===== config.mk =====
export PLATFORM = sky130hd
export DESIGN_NAME = bfa_ram
export DESIGN_NICKNAME = d
export VERILOG_FILES = /design/src/rtl/bfa_ram.sv
export SDC_FILE = /design/constraint.sdc
export NUM_CORES = 1
export LEC_CHECK = 0
export BUFFER_PORTS_ARGS = -buffer_cell sky130_fd_sc_hd__buf_2
export CAP_MARGIN = 10
export CORE_MARGIN = 3
export CORE_UTILIZATION = 45
export CTS_BUF_LIST = sky130_fd_sc_hd__clkbuf_16
export DETAILED_ROUTE_END_ITERATION = 12
export HOLD_SLACK_MARGIN = 0.05
export MAX_ROUTING_LAYER = met4
export SETUP_SLACK_MARGIN = 0.1
export SYNTH_ARGS = -nofsm -noshare
export SYNTH_HDL_FRONTEND = slang
export SYNTH_SLANG_ARGS = --single-unit

===== constraint.sdc =====
create_clock -name clk_i -period 2.7 [get_ports clk_i]
set_input_delay 0.135 -clock clk_i [delete_from_list [all_inputs] [get_ports clk_i]]
set_output_delay 0.135 -clock clk_i [all_outputs]
set_load 0.03 [all_outputs]

===== src/rtl/bfa_ram.sv =====
module bfa_ram #(
  parameter int WIDTH = 8,
  parameter int DEPTH = 16,
  localparam int AW = $clog2(DEPTH)
) (
  input  logic             clk_i,
  input  logic             we_i,
  input  logic [AW-1:0]    waddr_i,
  input  logic [WIDTH-1:0] wdata_i,
  input  logic [AW-1:0]    raddr_i,
  output logic [WIDTH-1:0] rdata_o
);

  logic [WIDTH-1:0] mem_q [DEPTH];
  logic [WIDTH-1:0] rdata_q;

  always_ff @(posedge clk_i) begin
    if (we_i) begin
      mem_q[waddr_i] <= wdata_i;
    end
    rdata_q <= mem_q[raddr_i];
  end

  assign rdata_o = rdata_q;

endmodule


## Yosys cells after proc, flatten, opt, wreduce, memory -nomap -nowiden

Memories as Yosys holds them, arrays and structs flattened. A register that Yosys moved wholly into a read port is not among the register bits.
Index checks and enable logic that the tools add are counted.

| operators by class | value |
|---|---|
| multiplexer cells | 2 |
| magnitude comparators | 0 |
| $add $sub $neg | 0 |
| bitwise logic cells | 0 |
| reductions and logical operators | 0 |
| equality and inequality tests | 0 |
| div/mod/pow operators | 0 |
| shift operators | 0 |
| multiply operators | 0 |

Operator list:

| kind | count |
|---|---|
| 2-to-1 mux 1 bit | 2 |

| storage, ports and cells | value |
|---|---|
| memory bits (writable) | 128 |
| ROM bits | 0 |
| register bits after elaboration | 0 |
| word-level logic and storage cells | 3 |
| output and inout port bits | 8 |
| memories | 1 |
| latch bits | 0 |

Memory list:

| name | depth | width | rd ports | clocked after Yosys merged registers in | write ports | RTL line | RTL |
|---|---|---|---|---|---|---|---|
| mem_q | 16 | 8 | 1 | 1 | 1 | 14 | `logic [WIDTH-1:0] mem_q [DEPTH];` |

## Longest topological paths before layout

| logic depth | value |
|---|---|
| depth in word-level cells | 2 |
| depth in mapped cells | 5 |
| mapped depth without buffers | 3 |

## Least setup slack after synthesis

Ideal clock, no wire load.

| timing path | value |
|---|---|
| path type | input port to flip-flop |
| start point | input port waddr_i[2] |
| end point | memory mem_q[0][0] (enable) |
| cell stages on the path | 2 |
| path slack | 1072 ps |
| buffers on the path | 0 |
| arrival | 1245 ps |
| cells stage by stage | or3b_2 -> nor3_1 |

RTL lines:

| what | RTL line | RTL |
|---|---|---|
| start, declared | 8 | `input logic [AW-1:0] waddr_i,` |
| end, declared | 14 |  |

No word-level cell before the write port.

==> metrics.csv <==
metric,value,unit
status,"finished, final reports clean",
"CP delay by family, top",multiplexers,
Layout area overhead,16.99,%
Placed Cells,397,
number of flops mapped to enable cells by yosys,128,
Vias/cell,5.556,
crit path buf inv count,0,
Synth Flop Type,edfxtp_1,
Hold Crit Start,wdata_i[4],
Pre-Repair DR Iteration Count,4,
library cells used by synthesis,19,
Hold Path Class,in2reg,
startpoint types,flip-flop,
layout cells sized above 1,29.17,%
Hold Crit Endpoint,mem_q[14][4],
fin cells,428,
Setup Skew,0.01463,ns
CTS resizes,0,
Post-route DRC,0,
drt wl/cell,22.57,um
RSZ-0062 raised after global routing,no,
I/O pin total,26,
gate count of the mapped netlist,229,
GP Congestion,0.7158,
HPWL after DPL,6114,um
area fraction of the dominant cell type after synthesis,74.67,%
"Clk Latency, worst-skew pair",0.40,ns
dpl ws,0.9742,ns
Site Rows,38,
starting density of the core,46.67,%
sequential-to-total area share from yosys stat,77.78,%
"Critical Path, Cell by Cell",mux4_1 > a22oi_1 > nand2_1,
Met1 Wirelength,4336,um
Core ar.,11030,um2
CTS Hold Buffers Added,0,
clk root buf,clkbuf_16,
CP max FO,1,
max incr delay on CP,0.51,ns
Slew Limit Fails,0,
Die ar.,12760,um2
final setup vio count,0,
worst r2r path cells,3,
Post-synth top cells,"edfxtp_1 (128), mux4_2 (18), a22oi_1 (16)",
Yosys reg bits,136,
minimum clock period,1.394,ns
worst slew pin tran,0.9912,ns
Synth area leader,edfxtp_1,
Lkg Pwr,2.034,nW
asr flop ratio synth,0,%
vias in the first global route,2548,
Avg Synthesized Cell Area,22.48,um2
Critical Path End Type,flip-flop,
Worst EP required,2.98,ns
Die Wd,113.0,um
Pwr Density,789.7,nW/um2
Yosys warnings,0,
I/O Buffers,25,
drt total wl,9660,um
TritonCTS Buffers,17,
r2r endpoint,rdata_o[0],
critical path class,reg2reg,
Overall Global Routing Usage,17.00,%
Post-Syn Nets,247,
global-route wire length before repair,15040,um
initial antenna violation count,0,
Clock Sink Count,136,
top sig layer,met4,
H-tree Lvls,4,
Sum Neg Setup Slack,0,ns
WHS Path Cells,1,
GRT overflow,0,
peak supply drop,427.8,uV
synthesized cell area,5147,um2
most instantiated library cell after synthesis,edfxtp_1,
Setup Buffers After CTS,0,
worst reg2reg startpoint,mem_q[0][0],
crit path DAT,1.68,ns
Final Hold Fails,0,
largest net degree at the start of global routing,22,
DRT antenna net count,0,
Area contributors post-synth,"edfxtp_1 (75%), mux4_2 (7.9%), mux4_1 (7.1%)",
number of nets in the layout,294,
DR vias,2378,
CTS tree,done,
Max Freq,0.7173,GHz
final worst setup slack,1.306,ns
max-cap violations,0,
slew margin rel.,33.68,%
reg2reg setup slack,1.31,ns
n_diodes,0,
metal3 WL,291,um
period utilization,51.63,%
met2 wire len,4925,um
Die Y,113.0,um
Worst path slowest cell,mux4_1,
Clock Path Buffers,2,
initial DRC count,181,
clock slew seen by the registers of the worst setup and hold paths,0.06,ns
sequential cells by signal, indices dropped and copies added, names as in the netlist:
register  count
mem_q       128
rdata_o       8
layer usage:
metal | vias up | global-route usage (%)
li1 | 1067 | -
met1 | 1250 | 22.68
met2 | 52 | 26.38
met3 | 9 | 3.743
met4 | 0 | 5.529
met5 | - | -
cells in the final DEF (no fill, tap or decap), types with 2 or more instances in the layout:
master,n
mux4_1,14
bufinv_16,2
buf_4,13
buf_2,25
mux4_2,18
nand2b_1,2
dfxtp_1,8
clkbuf_16,17
nand3b_1,2
clkinv_1,2
nand2_1,9
clkinvlp_4,3
a22oi_1,16
nor3_1,4
nor2_1,13
clkinv_4,4
inv_1,2
edfxtp_1,128
how the worst max path moves through the flow:
stage / startpoint / end / slack, ns / cells after the start
after floorplan: waddr_i[2] / mem_q[0][0] / 1.07 / 2
after global placement: raddr_i[0] / rdata_o[1] / 0.99 / 5
after detailed placement: raddr_i[0] / rdata_o[1] / 0.97 / 5
after CTS: mem_q[0][0] / rdata_o[0] / 1.28 / 3
after global routing: mem_q[0][0] / rdata_o[0] / 1.26 / 3
final: mem_q[0][0] / rdata_o[0] / 1.31 / 3
where the power goes:
group          switching, mW  internal [mW]  leakage [nW]  total, mW
sequential            0.0144           2.36          1.22       2.38
clock                  0.805           1.34         0.272       2.15
combinational          0.143         0.0900         0.538      0.233
total                  0.963           3.79          2.03       4.76
stage by stage:
| step | util, % | instance area (um2) | power [mW] | hold slack [ns] |
|---|---|---|---|---|
| final | 54.59 | 6022 | 4.756 | 0.1174 |
| after global routing | 54.59 | 6022 | 4.918 | 0.1138 |
| after CTS | 54.59 | 6022 | 4.800 | 0.1050 |
| after detailed placement | 49.49 | 5459 | 2.657 | 0.5353 |
| after global placement | 49.49 | 5459 | 2.653 | 0.5236 |
| after floorplan | - | 5147 | 2.562 | 0.2339 |
final cells by class:
type / count / area [um2]
clock buffer: 17 / 425.4
timing repair buffer: 38 / 222.7
fill: 859 / 5009
tap: 140 / 175.2
clock inverter: 14 / 137.6
sequential: 136 / 4004
multi-input combinational: 83 / 1057
cells by family after synthesis:
family                 share of synthesized area [%]
AOI/OAI and AO/OA                              2.334
DFF                                            77.78
and+or+nand+nor                                3.184
muxes                                          15.02
buffers and inverters                          1.677
Note: power is estimated with default switching activity, not from simulation.
