`src/rtl/bfa_pkg.sv`:
```
package bfa_pkg;

  // Width of the chunk size needed by a request, header unit included.
  localparam int NEED_W = 14;

  // Width of the 16-bit request and offset fields.
  localparam int REQ_W = 16;

  typedef enum logic {
    KIND_ALLOC = 1'b0,
    KIND_FREE  = 1'b1
  } kind_e;

  typedef enum logic [2:0] {
    STAT_ALLOCATED = 3'd0,
    STAT_NO_FIT    = 3'd1,
    STAT_FREED     = 3'd2,
    STAT_NULL_FREE = 3'd3,
    STAT_BAD_PTR   = 3'd4
  } status_e;

  typedef enum logic [3:0] {
    ST_CLEAR,
    ST_IDLE,
    ST_A_WALK,
    ST_A_FIT,
    ST_A_MARK,
    ST_F_HDR,
    ST_F_NEXT,
    ST_F_CLRN,
    ST_F_WALK,
    ST_F_PREV,
    ST_F_CLRH,
    ST_DONE
  } state_e;

  typedef struct packed {
    logic [2:0]  status;
    logic [11:0] payload;
    logic [12:0] bytes;
    logic [9:0]  blocks;
  } res_t;

endpackage

```
`src/rtl/bfa_engine.sv`:
```
module bfa_engine #(
  parameter int HEAP_BYTES = 4096,
  localparam int Units = HEAP_BYTES / 8,
  localparam int IW = $clog2(Units),
  localparam int SW = $clog2(Units + 1),
  localparam int EW = SW + 1
) (
  input  logic               clk_i,
  input  logic               rst_ni,
  input  logic               in_valid_i,
  output logic               in_ready_o,
  input  logic               kind_i,
  input  logic [15:0]        request_bytes_i,
  input  logic               pointer_null_i,
  input  logic signed [15:0] payload_offset_in_i,
  output logic               res_valid_o,
  input  logic               res_ready_i,
  output bfa_pkg::res_t      res_o,
  output logic [IW-1:0]      raddr_o,
  input  logic [EW-1:0]      rdata_i,
  output logic               we_o,
  output logic [IW-1:0]      waddr_o,
  output logic [EW-1:0]      wdata_o
);

  import bfa_pkg::*;

  localparam int PW = IW + 1;
  localparam int BW = $clog2(HEAP_BYTES + 1);
  localparam int CW = $clog2(Units + 1);

  state_e            state_q, state_d;
  logic [PW-1:0]     pos_q, pos_d;
  logic [IW-1:0]     best_q, best_d;
  logic [SW-1:0]     best_sz_q, best_sz_d;
  logic              found_q, found_d;
  logic [NEED_W-1:0] need_q, need_d;
  logic [IW-1:0]     h_q, h_d;
  logic [IW-1:0]     nx_q, nx_d;
  logic [SW-1:0]     s_q, s_d;
  logic              prev_free_q, prev_free_d;
  logic [SW-1:0]     prev_sz_q, prev_sz_d;
  status_e           status_q, status_d;
  logic [11:0]       payload_q, payload_d;
  logic [BW-1:0]     bytes_q, bytes_d;
  logic [CW-1:0]     blocks_q, blocks_d;
  logic [IW-1:0]     clr_q, clr_d;

  logic              rd_used;
  logic [SW-1:0]     rd_size;
  logic [SW-1:0]     rd_units;
  logic [BW-1:0]     rd_bytes;
  logic [PW-1:0]     walk_next;
  logic              fit;
  logic [REQ_W:0]    req_round;
  logic [NEED_W-1:0] req_units;
  logic [NEED_W-1:0] need_in;
  logic signed [REQ_W+1:0] hdr_off;
  logic              bad_ptr;
  logic [PW-1:0]     nx_calc;
  logic [NEED_W:0]   split_end;
  logic [IW+3:0]     grant_off;

  // Header word: top bit marks an allocated chunk, the rest is the size in units.
  assign rd_used   = rdata_i[SW];
  assign rd_size   = rdata_i[SW-1:0];
  assign rd_units  = (rd_size == '0) ? SW'(1) : rd_size;
  assign rd_bytes  = BW'({rd_units, 3'b000});
  assign walk_next = pos_q + PW'(rd_units);
  assign fit = !rd_used && (NEED_W'(rd_units) >= need_q) &&
               (!found_q || (rd_units < best_sz_q));

  // Round up to 8 bytes; a zero request counts as one unit.
  assign req_round = {1'b0, request_bytes_i} + (REQ_W + 1)'(7);
  assign req_units = req_round[REQ_W:3];
  assign need_in   = ((req_units == '0) ? NEED_W'(1) : req_units) + NEED_W'(1);

  assign hdr_off = (REQ_W + 2)'(payload_offset_in_i) - (REQ_W + 2)'(8);
  assign bad_ptr = (payload_offset_in_i[2:0] != 3'd0) || hdr_off[REQ_W+1] ||
                   (hdr_off[REQ_W:0] >= (REQ_W + 1)'(HEAP_BYTES));

  assign nx_calc   = PW'(h_q) + PW'(rd_units);
  assign split_end = (NEED_W + 1)'(best_q) + (NEED_W + 1)'(need_q);
  assign grant_off = {(IW + 1)'(best_q) + (IW + 1)'(1), 3'b000};

  always_comb begin
    state_d     = state_q;
    pos_d       = pos_q;
    best_d      = best_q;
    best_sz_d   = best_sz_q;
    found_d     = found_q;
    need_d      = need_q;
    h_d         = h_q;
    nx_d        = nx_q;
    s_d         = s_q;
    prev_free_d = prev_free_q;
    prev_sz_d   = prev_sz_q;
    status_d    = status_q;
    payload_d   = payload_q;
    bytes_d     = bytes_q;
    blocks_d    = blocks_q;
    clr_d       = clr_q;
    in_ready_o  = 1'b0;
    res_valid_o = 1'b0;
    raddr_o     = pos_q[IW-1:0];
    we_o        = 1'b0;
    waddr_o     = h_q;
    wdata_o     = '0;

    case (state_q)
      ST_CLEAR: begin
        we_o    = 1'b1;
        waddr_o = clr_q;
        wdata_o = (clr_q == '0) ? {1'b0, SW'(Units)} : '0;
        clr_d   = clr_q + IW'(1);
        if (clr_q == IW'(Units - 1)) begin
          state_d = ST_IDLE;
        end
      end

      ST_IDLE: begin
        in_ready_o = 1'b1;
        raddr_o    = '0;
        if (in_valid_i) begin
          payload_d = '0;
          if (kind_i == KIND_ALLOC) begin
            need_d  = need_in;
            pos_d   = '0;
            found_d = 1'b0;
            state_d = ST_A_WALK;
          end else if (pointer_null_i) begin
            status_d = STAT_NULL_FREE;
            state_d  = ST_DONE;
          end else if (bad_ptr) begin
            status_d = STAT_BAD_PTR;
            state_d  = ST_DONE;
          end else begin
            h_d     = hdr_off[IW+2:3];
            raddr_o = hdr_off[IW+2:3];
            state_d = ST_F_HDR;
          end
        end
      end

      ST_A_WALK: begin
        if (fit) begin
          found_d   = 1'b1;
          best_d    = pos_q[IW-1:0];
          best_sz_d = rd_units;
        end
        pos_d   = walk_next;
        raddr_o = walk_next[IW-1:0];
        if (walk_next >= PW'(Units)) begin
          state_d = ST_A_FIT;
        end
      end

      ST_A_FIT: begin
        if (!found_q) begin
          status_d = STAT_NO_FIT;
          state_d  = ST_DONE;
        end else begin
          if ((NEED_W'(best_sz_q) > need_q) && (split_end < (NEED_W + 1)'(Units))) begin
            we_o      = 1'b1;
            waddr_o   = best_q + IW'(need_q);
            wdata_o   = {1'b0, best_sz_q - SW'(need_q)};
            best_sz_d = SW'(need_q);
          end
          state_d = ST_A_MARK;
        end
      end

      ST_A_MARK: begin
        we_o      = 1'b1;
        waddr_o   = best_q;
        wdata_o   = {1'b1, best_sz_q};
        bytes_d   = bytes_q + BW'({best_sz_q, 3'b000});
        blocks_d  = blocks_q + CW'(1);
        status_d  = STAT_ALLOCATED;
        payload_d = 12'(grant_off);
        state_d   = ST_DONE;
      end

      ST_F_HDR: begin
        if (!rd_used) begin
          status_d = STAT_BAD_PTR;
          state_d  = ST_DONE;
        end else begin
          s_d      = rd_units;
          bytes_d  = (bytes_q >= rd_bytes) ? bytes_q - rd_bytes : '0;
          blocks_d = (blocks_q != '0) ? blocks_q - CW'(1) : '0;
          we_o     = 1'b1;
          waddr_o  = h_q;
          wdata_o  = {1'b0, rd_units};
          nx_d     = nx_calc[IW-1:0];
          if (nx_calc < PW'(Units)) begin
            raddr_o = nx_calc[IW-1:0];
            state_d = ST_F_NEXT;
          end else begin
            pos_d   = '0;
            raddr_o = '0;
            state_d = ST_F_WALK;
          end
        end
      end

      ST_F_NEXT: begin
        if (!rd_used) begin
          // Absorb the free chunk that follows.
          s_d     = s_q + rd_units;
          we_o    = 1'b1;
          waddr_o = h_q;
          wdata_o = {1'b0, s_q + rd_units};
          state_d = ST_F_CLRN;
        end else begin
          pos_d   = '0;
          raddr_o = '0;
          state_d = ST_F_WALK;
        end
      end

      ST_F_CLRN: begin
        we_o    = 1'b1;
        waddr_o = nx_q;
        pos_d   = '0;
        raddr_o = '0;
        state_d = ST_F_WALK;
      end

      ST_F_WALK: begin
        // Advance until the chunk whose end reaches the freed header.
        if (walk_next < PW'(h_q)) begin
          pos_d   = walk_next;
          raddr_o = walk_next[IW-1:0];
        end else begin
          prev_free_d = !rd_used;
          prev_sz_d   = rd_units;
          state_d     = ST_F_PREV;
        end
      end

      ST_F_PREV: begin
        if ((pos_q != PW'(h_q)) && prev_free_q) begin
          we_o    = 1'b1;
          waddr_o = pos_q[IW-1:0];
          wdata_o = {1'b0, prev_sz_q + s_q};
          state_d = ST_F_CLRH;
        end else begin
          status_d = STAT_FREED;
          state_d  = ST_DONE;
        end
      end

      ST_F_CLRH: begin
        we_o     = 1'b1;
        waddr_o  = h_q;
        status_d = STAT_FREED;
        state_d  = ST_DONE;
      end

      ST_DONE: begin
        res_valid_o = 1'b1;
        if (res_ready_i) begin
          state_d = ST_IDLE;
        end
      end

      default: begin
        state_d = ST_IDLE;
      end
    endcase
  end

  always_ff @(posedge clk_i or negedge rst_ni) begin
    if (!rst_ni) begin
      state_q  <= ST_CLEAR;
      clr_q    <= '0;
      bytes_q  <= '0;
      blocks_q <= '0;
      found_q  <= 1'b0;
    end else begin
      state_q  <= state_d;
      clr_q    <= clr_d;
      bytes_q  <= bytes_d;
      blocks_q <= blocks_d;
      found_q  <= found_d;
    end
  end

  always_ff @(posedge clk_i) begin
    pos_q       <= pos_d;
    best_q      <= best_d;
    best_sz_q   <= best_sz_d;
    need_q      <= need_d;
    h_q         <= h_d;
    nx_q        <= nx_d;
    s_q         <= s_d;
    prev_free_q <= prev_free_d;
    prev_sz_q   <= prev_sz_d;
    status_q    <= status_d;
    payload_q   <= payload_d;
  end

  assign res_o.status  = status_q;
  assign res_o.payload = payload_q;
  assign res_o.bytes   = 13'(bytes_q);
  assign res_o.blocks  = 10'(blocks_q);

endmodule

```
`config.mk`:
```
export PLATFORM = sky130hd
export DESIGN_NAME = bfa_engine
export DESIGN_NICKNAME = d
export VERILOG_FILES = /design/src/rtl/bfa_pkg.sv /design/src/rtl/bfa_engine.sv
export SDC_FILE = /design/constraint.sdc
export NUM_CORES = 1
export LEC_CHECK = 0
export ABC_AREA = 0
export BUFFER_PORTS_ARGS = -buffer_cell sky130_fd_sc_hd__buf_2
export CAP_MARGIN = 5
export CORE_MARGIN = 2
export CORE_UTILIZATION = 48
export DETAILED_ROUTE_END_ITERATION = 10
export GPL_TIMING_DRIVEN = 1
export PLACE_DENSITY_LB_ADDON = 0.12
export SLEW_MARGIN = 20
export SYNTH_ARGS = -nofsm -noshare
export SYNTH_HDL_FRONTEND = slang
export SYNTH_SLANG_ARGS = --single-unit
```
`constraint.sdc`:
```
create_clock -name clk_i -period 18.4 [get_ports clk_i]
set_input_delay 4.6 -clock clk_i [delete_from_list [all_inputs] [get_ports clk_i]]
set_output_delay 4.6 -clock clk_i [all_outputs]
set_load 0.01 [all_outputs]
```
# --- Yosys cells after proc, flatten, opt, wreduce, memory -nomap -nowiden ---
# Index checks and enable logic that the tools add are counted.
classes:
  n_lt_le_gt_ge: 9
  add_sub_neg: 16
  bitwise_logic: 4
  mux: 78
  reduce_logical: 37
  n_eq_ne: 32
op_table:
  columns: ["op", "count"]
  rows:
  - ["$mux 10", 20]
  - ["$mux 9", 11]
  - ["$pmux 11 s6", 1]
  - ["$pmux 10 s2", 3]
  - ["$pmux 10 s6", 1]
  - ["$pmux 9 s6", 1]
  - ["$mux 4", 12]
  - ["$pmux 9 s5", 1]
  - ["$pmux 4 s11", 1]
  - ["$ne 2x2->1 const B", 18]
  - ["$add 10x10->10", 3]
  - ["$mux 13", 2]
  - ["$pmux 13 s2", 1]
  - ["$pmux 12 s2", 1]
  - ["$mux 3", 7]
  - ["$add 9x1->9 const B", 2]
  - ["$pmux 3 s6", 1]
  - ["$add 16x3->17 const B", 1]
  - ["$ge 17x13->1 const B", 1]
  - ["$sub 16x5->17 const B", 1]
  - ["$eq 4x3->1 const B", 4]
  - ["$eq 4x4->1 const B", 4]
  - ["$add 9x14->15", 1]
  - ["$lt 15x10->1 const B", 1]
  - ["other kinds (44)", 77]
word_totals:
  word_cells: 192
  register_bits: 134
  in_bits: 49
  output_inout_bits: 70

# --- Logic depth before layout (Yosys ltp) ---
depth:
  word_depth: 8
  ltp_mapped: 21

# --- Worst setup path before layout ---
# OpenSTA, ideal clock, no wires.
synth_path:
  kind: "input-to-output"
  start: "input rdata_i[9]"
  end: "output raddr_o[8]"
  required_ps: 13800
  setup_slack_ps: 5520
  stages: 21
  arrival_ps: 8280
  path_cell_list: "buf_2 > nor4_1 > a31oi_1 > inv_1 > ha_1 > inv_1 > fa_1 > nor2b_1 > o31a_1 > o21a_1 > nor2_1 > xnor2_1 > ha_1 > o21ai_0 > nor2_1 > a2111oi_4 > o21ai_2 > o21a_1 > nand2b_1 > a21bo_1 > a22oi_2"
synth_via:
  word_cells_on_any_way: 10
synth_rtl:
  columns: ["element", "line_no", "rtl"]
  rows:
  - ["from (decl)", "bfa_engine.sv:20", "input logic [EW-1:0] rdata_i,"]
  - ["$logic_not 10->1", "bfa_engine.sv:67", "assign rd_units = (rd_size == '0) ? SW'(1) : rd_size;"]
  - ["$mux 10", "bfa_engine.sv:67", null]
  - ["net rd_units[0]", "bfa_engine.sv:51", "logic [SW-1:0] rd_units;"]
  - ["$add 10x10->10", "bfa_engine.sv:69", "assign walk_next = pos_q + PW'(rd_units);"]
  - ["net walk_next[6]", "bfa_engine.sv:53", "logic [PW-1:0] walk_next;"]
  - ["$lt 10x9->1", "bfa_engine.sv:232", "if (walk_next < PW'(h_q)) begin"]
  - ["$mux 9", "bfa_engine.sv:232", null]
  - ["$pmux 9 s6", "bfa_engine.sv:110", "case (state_q)"]
  - ["to (decl)", "bfa_engine.sv:19", "output logic [IW-1:0] raddr_o,"]
# The timed path passes the listed nets, and every way through them passes these cells.

# --- Worst setup path after layout ---
layout_path:
  start: "input rdata_i[1]"
  end: "output raddr_o[3]"
# Same word-level chain as after synthesis.

==> results.py <==
metrics = {
    "floorplan": {
        "initial_util": 0.493,
        "floorplan.die_area_sq_um": 24600,
        "die_y_um": 157,
        "standard_cell_rows": 55,
        "top_level_ports": 119,
        "die_w_um": 157,
        "core_area_sq_um": 22800,
    },
    "clocking": {
        "clock-root-buffer": "sky130_fd_sc_hd__clkbuf_16",
        "cts.sink_count": 128,
        "cts.clk_slew.worst_paths_ps": 60,
        "htree_levels": 4,
        "cts.hold.buffers_added": 0,
        "clock_latency_ps": 430,
        "cts.repair_timing.setup_buffer_count": 0,
        "ctsLongestPathBuffers": 2,
        "cts_tree": "built",
        "cts-resized-gates": 0,
        "tritoncts.num_buffers": 17,
    },
    "place": {
        "buffer_ports.inserted": 112,
        "gpl.final_weighted_congestion": 1.01,
        "detailed_place_hpwl_um": 28700,
        "placedInstanceArea_sq_um": 12000,
    },
    "timing": {
        "finalSetupViolations": 0,
        "relSlewSlack": 0.317,
        "min_period_over_period": 0.761,
        "setup_repair_after_global_routing_missed_its_margin": "no",
        "setup-tns-final_ps": 0,
        "number_of_slew_limit_violations_in_the_final_report": 0,
        "clock_skew_ps": 12.3,
        "final_period_minus_worst_setup_slack_ps": 14000,
        "timing_hold_violations_final": 0,
        "fmaxAchievable_mhz": 71.4,
        "timing_worst_slew_pin_value_ps": 1020,
    },
    "detailed_routing": {
        "first_iter_violations": 882,
        "dr_total_vias": 10428,
        "drc_markers": 0,
        "remaining_number_of_nets_flagged_by_the_antenna_check_after_routing": 0,
        "first_pass_iters": 8,
        "vias_per_cell": 6.16,
        "drt-total-wl_um": 37500,
        "avgRoutedWirePerCell_um": 22.2,
    },
    "layout": {
        "num-nets-final": 1533,
        "antenna-diode-count": 0,
        "final_layout_size_suffix_gt1_frac": 0.136,
        "seqCellArea_sq_um": 3670,
        "design_area_sq_um": 12600,
        "footprint_of_the_multi_input_gates_sq_um": 6990,
        "area_growth_syn_to_layout_pct": 12.4,
        "fillers": 2107,
    },
    "worst_setup_path": {
        "setup.worst_path.class": "input pin to output port",
        "critical_path.top_delay_family": "compound AO/OA/AOI/OAI gates",
        "worstPathMaxFanout": 10,
        "timing.critical_path.cells": "buf_2, nor4_1, a31oi_1, inv_1, ha_1, a211oi_1, nor2_1, o31a_1, o21ai_0, xor2_1, inv_1, ha_1, nand4_1, a21oi_1, a2111oi_4, nor2_1, o21ai_2, o211ai_2, a221o_1, buf_2",
        "sort_of_element_at_the_start_of_the_critical_path": "input pin",
        "arrival_ps": 9400,
        "cp_num_buf_inv": 4,
        "cpPeakStageDelay_ps": 490,
        "timing.critical_path.required_ps": 13800,
        "cp_slowest_cell": "sky130_fd_sc_hd__a31oi_1",
        "critical_path.endpoint_type": "output port",
    },
    "yosys": {
        "yosys_register_bits": 128,
        "yosys-top-cells-area": "sky130_fd_sc_hd__edfxtp_1 (25%), sky130_fd_sc_hd__ha_1 (12%), sky130_fd_sc_hd__dfrtp_1 (7.6%)",
        "synth_cell_type_count": 88,
        "post_synth_most_frequent_cells": "sky130_fd_sc_hd__nor2_1 (125), sky130_fd_sc_hd__ha_1 (108), sky130_fd_sc_hd__nand2_1 (107), sky130_fd_sc_hd__o21ai_0 (97), sky130_fd_sc_hd__edfxtp_1 (94)",
        "yosys_warnings": 0,
        "most_numerous_cell_in_the_yosys_netlist": "sky130_fd_sc_hd__nor2_1",
        "synthesis.instances": 1277,
        "yosys_most_used_dff": "sky130_fd_sc_hd__edfxtp_1",
        "synth.cell_area_sq_um": 11200,
        "yosysSeqAreaShare": 0.327,
        "post-synth-top-area-fraction": 0.251,
        "synth_edf_count": 94,
        "per_instance_average_area_after_synthesis_sq_um": 8.80,
        "synth_top_area_cell": "sky130_fd_sc_hd__edfxtp_1",
        "async_reset_ff_frac": 0.266,
    },
    "power": {
        "power_density_nw_per_um2": 130,
        "power_uw": 1650,
        "peakVddDrop_uv": 80.8,
        "leakage_uw": 0.00517,
    },
    "global_routing": {
        "grt_pass1_vias": 9433,
        "grt_pass1_wl_um": 56300,
        "grt_start_max_net_pins": 35,
        "grt-ovfl-total": 0,
        "antenna_found_initial": 0,
        "grt.total_usage": 0.308,
    },
    "run": {
        "timing.max_cap.violations": 0,
    },
    "outcome": {
        "run_status": "finished clean",
    },
    "hold_path": {
        "min-delay-path-class": "flop to flop",
    },
}
[kinds of logic (layout without fill, tap and decap cells)]
kind of cell	count (synthesis)	count (layout)	share of synthesized area
flops	128	128	0.327
simple gates	413	413	0.178
mux	5	5	0.00457
compound gates	367	367	0.224
buf+inv	146	245	0.0534
fa+ha+maj	116	116	0.135
other cells	1	6	0.000334
xor+xnor	101	101	0.0788
[final timing paths]
path	end	from	depth (start not counted)	slack, ps
worst max-delay path	raddr_o[3]	rdata_i[1]	20	4400
worst min-delay path	clr_q[7]	clr_q[7]	1	550
worst max register to register	pos_q[2]	pos_q[5]	15	13680
worst min register to register	clr_q[7]	clr_q[7]	1	550
max in group asynchronous	state_q[3]	rst_ni	1	13490
min in group asynchronous	clr_q[8]	rst_ni	1	4310
[layer usage]
layer,global-route usage,share of wire
met1,0.438,0.45
met2,0.476,0.44
met3,0.0578,0.082
met4,0.0917,0.027
met5,0,0
[area by class of cell]
type / instances / area share
repair buffers: 121 / 0.0498
inverters: 92 / 0.0274
clock inverters: 15 / 0.0135
well taps: 313 / 0.0310
flip-flops and latches: 128 / 0.291
multi-input cells: 1008 / 0.554
clock buffers: 17 / 0.0337
[cell usage in the layout (no fill, tap or decap), drive strengths merged, types with 11 or more instances in the layout]
| master | instances |
|---|---|
| a211oi | 18 |
| ha | 108 |
| a22oi | 11 |
| o21a | 11 |
| a221oi | 14 |
| a21o | 16 |
| dfrtp | 34 |
| nand2 | 107 |
| nand3 | 30 |
| nor2b | 16 |
| xor2 | 36 |
| and3 | 14 |
| nand4 | 18 |
| xnor2 | 65 |
| a221o | 11 |
| nor2 | 125 |
| o211ai | 21 |
| a21oi | 72 |
| inv | 99 |
| nor3 | 40 |
| edfxtp | 94 |
| o21ai | 105 |
| o22ai | 11 |
| buf | 121 |
| nand2b | 11 |
| clkbuf | 17 |
| nor4 | 17 |
[flip-flops by register name, indices dropped and copies added (netlist names), 4 cells and up]
signal     count
best_q         9
best_sz_q     10
blocks_q      10
bytes_q       10
clr_q          9
h_q            9
need_q        14
nx_q           9
payload_q      9
pos_q         10
prev_sz_q     10
s_q           10
state_q        4
[through the flow]
step | hold WS [ps] | setup slack [ps] | cells | utilization
after floorplan | 483 | 5520 | 1282 | -
after global placement | 540 | 4760 | 1662 | 0.528
after detailed placement | 538 | 4580 | 1662 | 0.528
after CTS | 556 | 4570 | 1694 | 0.554
after global routing | 577 | 4090 | 1694 | 0.554
final | 553 | 4400 | 1694 | 0.554
[power by group]
group / internal (uW) / total [uW] / leakage, uW / switching (uW)
Combinational: 326 / 823 / 0.00362 / 497
Sequential: 378 / 468 / 0.00127 / 90.0
Clock: 204 / 355 / 0.000282 / 151
Power figures use the tool's default switching activity.
